`src/rtl/core/bpt_pkg.sv`:
```
// breakpoint table shared package: widths, function codes, request/result types
// and controller/datapath command and status structs
// no dependencies
package bpt_pkg;

    localparam int ENTRIES    = 128;
    localparam int IDX_W      = $clog2(ENTRIES);
    localparam int CNT_W      = $clog2(ENTRIES + 1);
    localparam int ADDR_BITS  = 8;
    localparam int ADDR_W     = 8;
    localparam int NAME_BYTES = 8;
    localparam int NAME_W     = 64;
    localparam int FUNC_W     = 3;
    localparam int ENTRY_W    = ADDR_W + NAME_W;

    localparam logic [ADDR_W-1:0] ADDR_MASK = ADDR_W'((1 << ADDR_BITS) - 1);

    localparam logic [FUNC_W-1:0] FN_INSERT    = 3'd0;
    localparam logic [FUNC_W-1:0] FN_DEL_ADDR  = 3'd1;
    localparam logic [FUNC_W-1:0] FN_DEL_NAME  = 3'd2;
    localparam logic [FUNC_W-1:0] FN_FIND_ADDR = 3'd3;
    localparam logic [FUNC_W-1:0] FN_FIND_NAME = 3'd4;
    localparam logic [FUNC_W-1:0] FN_CLEAR     = 3'd5;

    typedef struct packed {
        logic [FUNC_W-1:0] func;
        logic [ADDR_W-1:0] address;
        logic [NAME_W-1:0] name;
    } bpt_req_t;

    typedef struct packed {
        logic              ok;
        logic [IDX_W-1:0]  match_index;
        logic [ADDR_W-1:0] match_address;
        logic [NAME_W-1:0] match_name;
        logic [CNT_W-1:0]  entry_count;
    } bpt_rsp_t;

    typedef struct packed {
        logic load;
        logic clear_cnt;
        logic scan_start;
        logic scan_step;
        logic shift_start;
        logic shift_step;
        logic ins_write;
        logic dec_cnt;
        logic res_load;
        logic res_ok;
    } bpt_cmd_t;

    typedef struct packed {
        logic [FUNC_W-1:0] func;
        logic              full;
        logic              hit;
        logic              sweep_done;
        logic              out_free;
    } bpt_status_t;

    function automatic logic [ADDR_W-1:0] norm_addr(input logic [ADDR_W-1:0] a);
        return a & ADDR_MASK;
    endfunction

    // bytes after the first zero byte are dropped
    function automatic logic [NAME_W-1:0] norm_name(input logic [NAME_W-1:0] n);
        logic [NAME_W-1:0] o;
        logic              live;
        o    = '0;
        live = 1'b1;
        for (int b = 0; b < NAME_BYTES; b++)
        begin
            if (n[8*b +: 8] == 8'd0)
                live = 1'b0;
            if (live)
                o[8*b +: 8] = n[8*b +: 8];
        end
        return o;
    endfunction

endpackage

```
`src/rtl/core/bpt_ctrl.sv`:
```
// breakpoint table controller: state machine that sequences decode, scan,
// shift, insert and result; depends on bpt_pkg
module bpt_ctrl (
    input  logic                 clk,
    input  logic                 rst_n,
    input  logic                 req_valid,
    output logic                 req_stall,
    input  bpt_pkg::bpt_status_t status,
    output bpt_pkg::bpt_cmd_t    cmd
);
    import bpt_pkg::*;

    localparam logic [2:0] ST_IDLE   = 3'd0;
    localparam logic [2:0] ST_DECODE = 3'd1;
    localparam logic [2:0] ST_SCAN   = 3'd2;
    localparam logic [2:0] ST_SHIFT  = 3'd3;
    localparam logic [2:0] ST_INSERT = 3'd4;
    localparam logic [2:0] ST_RESULT = 3'd5;

    logic [2:0] state_reg, state_next;
    logic       ok_reg, ok_next;
    logic       is_delete;

    assign req_stall = (state_reg != ST_IDLE);
    assign is_delete = (status.func == FN_DEL_ADDR) || (status.func == FN_DEL_NAME);

    always_comb
    begin
        state_next = state_reg;
        ok_next    = ok_reg;
        cmd        = '0;
        cmd.res_ok = ok_reg;

        case (state_reg)
            ST_IDLE:
            begin
                if (req_valid)
                begin
                    cmd.load   = 1'b1;
                    state_next = ST_DECODE;
                end
            end
            ST_DECODE:
            begin
                case (status.func)
                    FN_CLEAR:
                    begin
                        cmd.clear_cnt = 1'b1;
                        ok_next       = 1'b1;
                        state_next    = ST_RESULT;
                    end
                    FN_INSERT:
                    begin
                        ok_next = 1'b0;
                        if (status.full)
                            state_next = ST_RESULT;
                        else
                        begin
                            cmd.scan_start = 1'b1;
                            state_next     = ST_SCAN;
                        end
                    end
                    FN_DEL_ADDR, FN_DEL_NAME, FN_FIND_ADDR, FN_FIND_NAME:
                    begin
                        ok_next        = 1'b0;
                        cmd.scan_start = 1'b1;
                        state_next     = ST_SCAN;
                    end
                    default:
                    begin
                        ok_next    = 1'b0;
                        state_next = ST_RESULT;
                    end
                endcase
            end
            ST_SCAN:
            begin
                cmd.scan_step = 1'b1;
                if (status.hit)
                begin
                    if (status.func == FN_INSERT)
                    begin
                        ok_next    = 1'b0;
                        state_next = ST_RESULT;
                    end
                    else if (is_delete)
                    begin
                        ok_next         = 1'b1;
                        cmd.shift_start = 1'b1;
                        state_next      = ST_SHIFT;
                    end
                    else
                    begin
                        ok_next    = 1'b1;
                        state_next = ST_RESULT;
                    end
                end
                else if (status.sweep_done)
                begin
                    if (status.func == FN_INSERT)
                        state_next = ST_INSERT;
                    else
                    begin
                        ok_next    = 1'b0;
                        state_next = ST_RESULT;
                    end
                end
            end
            ST_SHIFT:
            begin
                cmd.shift_step = 1'b1;
                if (status.sweep_done)
                begin
                    cmd.dec_cnt = 1'b1;
                    state_next  = ST_RESULT;
                end
            end
            ST_INSERT:
            begin
                cmd.ins_write = 1'b1;
                ok_next       = 1'b1;
                state_next    = ST_RESULT;
            end
            ST_RESULT:
            begin
                if (status.out_free)
                begin
                    cmd.res_load = 1'b1;
                    state_next   = ST_IDLE;
                end
            end
            default:
            begin
                state_next = ST_IDLE;
            end
        endcase
    end

    always_ff @(posedge clk or negedge rst_n)
    begin
        if (!rst_n)
        begin
            state_reg <= ST_IDLE;
            ok_reg    <= 1'b0;
        end
        else
        begin
            state_reg <= state_next;
            ok_reg    <= ok_next;
        end
    end

endmodule

```
`config.mk`:
```
export PLATFORM = sky130hd
export DESIGN_NAME = bpt_ctrl
export DESIGN_NICKNAME = d
export VERILOG_FILES = /design/src/rtl/core/bpt_pkg.sv /design/src/rtl/core/bpt_ctrl.sv
export SDC_FILE = /design/constraint.sdc
export NUM_CORES = 1
export LEC_CHECK = 0
export BUFFER_PORTS_ARGS = -buffer_cell sky130_fd_sc_hd__buf_2
export CORE_AREA = 8 8 45 47
export CTS_CLUSTER_DIAMETER = 200
export DETAILED_ROUTE_END_ITERATION = 8
export DIE_AREA = 0 0 53 55
export HOLD_SLACK_MARGIN = 0.08
export SETUP_SLACK_MARGIN = 0.3
export SLEW_MARGIN = 15
export SYNTH_ARGS = -nofsm -noshare
export SYNTH_HDL_FRONTEND = slang
export SYNTH_SLANG_ARGS = --single-unit
export TNS_END_PERCENT = 100
```
`constraint.sdc`:
```
create_clock -name clk -period 1.8 [get_ports clk]
set_clock_uncertainty 0.1 [all_clocks]
set_input_delay 0.36 -clock clk [delete_from_list [all_inputs] [get_ports clk]]
set_output_delay 0.36 -clock clk [all_outputs]
set_load 0.005 [all_outputs]
```
==> results.cfg <==
[clocking]
cts_root_buf = clkbuf_4
numCtsBuffers = 3
cts_tree = yes
clk_pin_slew_worst_paths_ns = 0.04
clock_sinks = 4
htreeDepth = 1
clock_path_buffers = 2
clk_latency_ns = 0.24

[flow_run]
cap_violations = 0

[timing]
setup_ws_ns = 0.108
setup_violations = 0
slew_violations = 0
rsz0062_at_grt = true
setup_tns_ns = 0
finalCritPeriodShare_pct = 94.0
worst_pin_slew_ns = 0.289
max_freq_ghz = 0.591
worst_slew_margin_rel_pct = 80.7
finalHoldViolations = 0
period_minus_slack_ns = 1.69

[worst_setup_path]
path_cells = buf_6 -> nor4b_2 -> buf_2
critPathKind = reg -> out
reg2reg_to = ok_reg$_DFFE_PN0P_
cpPeakStageDelay_ns = 0.45
worst_setup_path_end_kind = output port
r2r_start = state_reg[0]$_DFFE_PN0P_
cp.depth = 3
startpoint_type = flip-flop
reg2reg_depth = 7
path_max_fanout = 5
arrival_ns = 1.23
critical_path_buf_inv_count = 2
rrSetupSlack_ns = 0.19
cp.required_ns = 1.34
critPathTopFamily = flip-flops
critical_path.slowest_cell = dfrtp_2
cp-endpoint = cmd[8]
worstSetupStartpoint = state_reg[1]$_DFFE_PN0P_

[cells_and_area]
area.growth.synth_to_final_pct = 81.0
layout-drive-gt1-share_pct = 59.3
final_cells = 124
final_nets = 120
largest_reg_flops = 3
num_antenna_cells = 0

[grt]
grt_pass1_wl_mm = 2.94
grt_max_degree = 9
grtUsageTotal_pct = 13.5
grt_pass1_vias = 685
antenna_found_initial = 0
gr-total-overflow = 0

[drt]
drtIter0Drc = 16
num_vias = 658
postRouteAntennaNets = 0
drc = 0
wl_per_cell_um = 14.3
drtPass1Iterations = 4
totalWireLength_mm = 1.78
via_per_inst = 5.31

[power_and_ir_drop]
vdd_ir_drop_max_mv = 0.811
cellLeakagePower_nw = 0.425
power_density_nw_per_um2 = 1740

[synth]
syn_area_um2 = 480
yosysSeqAreaShare_pct = 20.8
synth-async-reset-ratio_pct = 100
syn_inst = 66
synth_top_area_cell = dfrtp_1
yosysWarnings = 0
yosysTopAreaCellShare_pct = 20.8
avgSynthCellArea_um2 = 7.28
ys_ff_latch = 4
synth_fp_nets = 76
synth-main-ff-cell = dfrtp_1
synth.top_cells.by_area = dfrtp_1 (21%), nor2_1 (7.0%), buf_4 (6.3%)
synth_edf_count = 0
synth_cell_types = 32

[die]
die_area_um2 = 2920
num_io_pins = 21
chipHeight_um = 55
fp.dieW_um = 53
core_um2 = 1380
rows = 14
start_util_pct = 34.7

[placement]
routabilityCongestion = 0.919
placedCellCount = 102
portBuffers = 20
dpl_worst_slack_ns = 0.0563
dp_hpwl_mm = 1.07

[hold_path]
min_path_type = in -> async

[outcome]
outcome = finished, final reports clean
## synthesized netlist by cell type (2+ instances only)
library cell and n:
dfrtp_1 4, o22ai_1 3, o21ai_0 3, inv_1 3, nor2_1 9, o21ai_1 4, nand2b_1 4, nand2_1 7
inv_2 2, buf_4 4, nor3_1 2
## worst register-to-register path: stages, from the launching register on
cell and delay [ns]:
dfrtp_2 0.40, buf_12 0.11, buf_4 0.11, buf_4 0.13, o21ai_1 0.06, a221oi_1 0.34, o21ai_1 0.14, o21a_1 0.12
## how the worst min path moves through the flow
stage	startpoint	to	slack [ns]
after floorplan	rst_n	ok_reg$_DFFE_PN0P_	-0.04
after global placement	rst_n	ok_reg$_DFFE_PN0P_	0.07
after detailed placement	rst_n	ok_reg$_DFFE_PN0P_	0.07
after CTS	rst_n	ok_reg$_DFFE_PN0P_	0.36
after global routing	rst_n	ok_reg$_DFFE_PN0P_	0.36
final	rst_n	ok_reg$_DFFE_PN0P_	0.38
## metal layers
metal  vias up  share of wire, %  track usage, %  wire length [µm]
met1       297                41            14.0               729
met3         8               4.6            4.01                82
met2        33                50            23.2               894
met4         0               4.1            8.62                73
met5         -                 0               0                 0
li1        320                 -               -                 -
## cell type report
class                   instances  area, µm²
flip-flops and latches          4        104
fillers                       116        514
clock buffers                   3       22.5
repair buffers                 44        328
inverters                       5       21.3
well taps                      16       20.0
multi-input cells              52        374
## through the flow
step	cell area, µm²	power [mW]	hold slack, ns	utilization [%]
after floorplan	480	0.711	-0.0356	-
after global placement	597	0.858	0.0659	43.1
after detailed placement	597	0.857	0.0672	43.1
after CTS	848	1.42	0.359	61.3
after global routing	870	1.63	0.360	62.8
final	870	1.51	0.376	62.8
## repair_timing
| action | CTS | global route |
|---|---|---|
| pin swaps | 6 | 3 |
| endpoints found under the setup margin | 11 | 13 |
| hold buffers | 1 | 0 |
| setup buffers | 17 | 1 |
| gates resized for setup | 20 | 4 |
| endpoints found under the hold margin | 4 | 0 |
| gates cloned | 0 | 0 |
## power breakdown
group	switching [mW]	internal [mW]	total [mW]
clock	0.0370	0.0745	0.112
sequential	0.0664	0.146	0.212
combinational	0.535	0.656	1.19
total	0.638	0.876	1.51
## placed cells by master, fill, tap and decap left out, drive strengths merged
cell type    count
inv              5
nand2b           4
nand3            2
a221oi           1
nor2             9
dlygate4sd3      1
o21a             1
xor2             1
a21oi            1
dfrtp            4
nor2b            1
o21ai            7
clkbuf           3
a31oi            1
a22oi            1
o22ai            4
or4b             1
nor4b            1
o211ai           1
nor3             2
a32o             2
mux2i            1
nand3b           1
nand2            7
and2             1
and3             1
buf             43
nor4             1
## kinds of logic after synthesis
logic type	share of synthesized area, %
buffers and inverters	12.5
AO/OA/AOI/OAI	27.1
flip-flops	20.8
AND/OR/NAND/NOR	35.7
multiplexers	2.08
XOR/XNOR	1.82
Power figures use the tool's default switching activity.
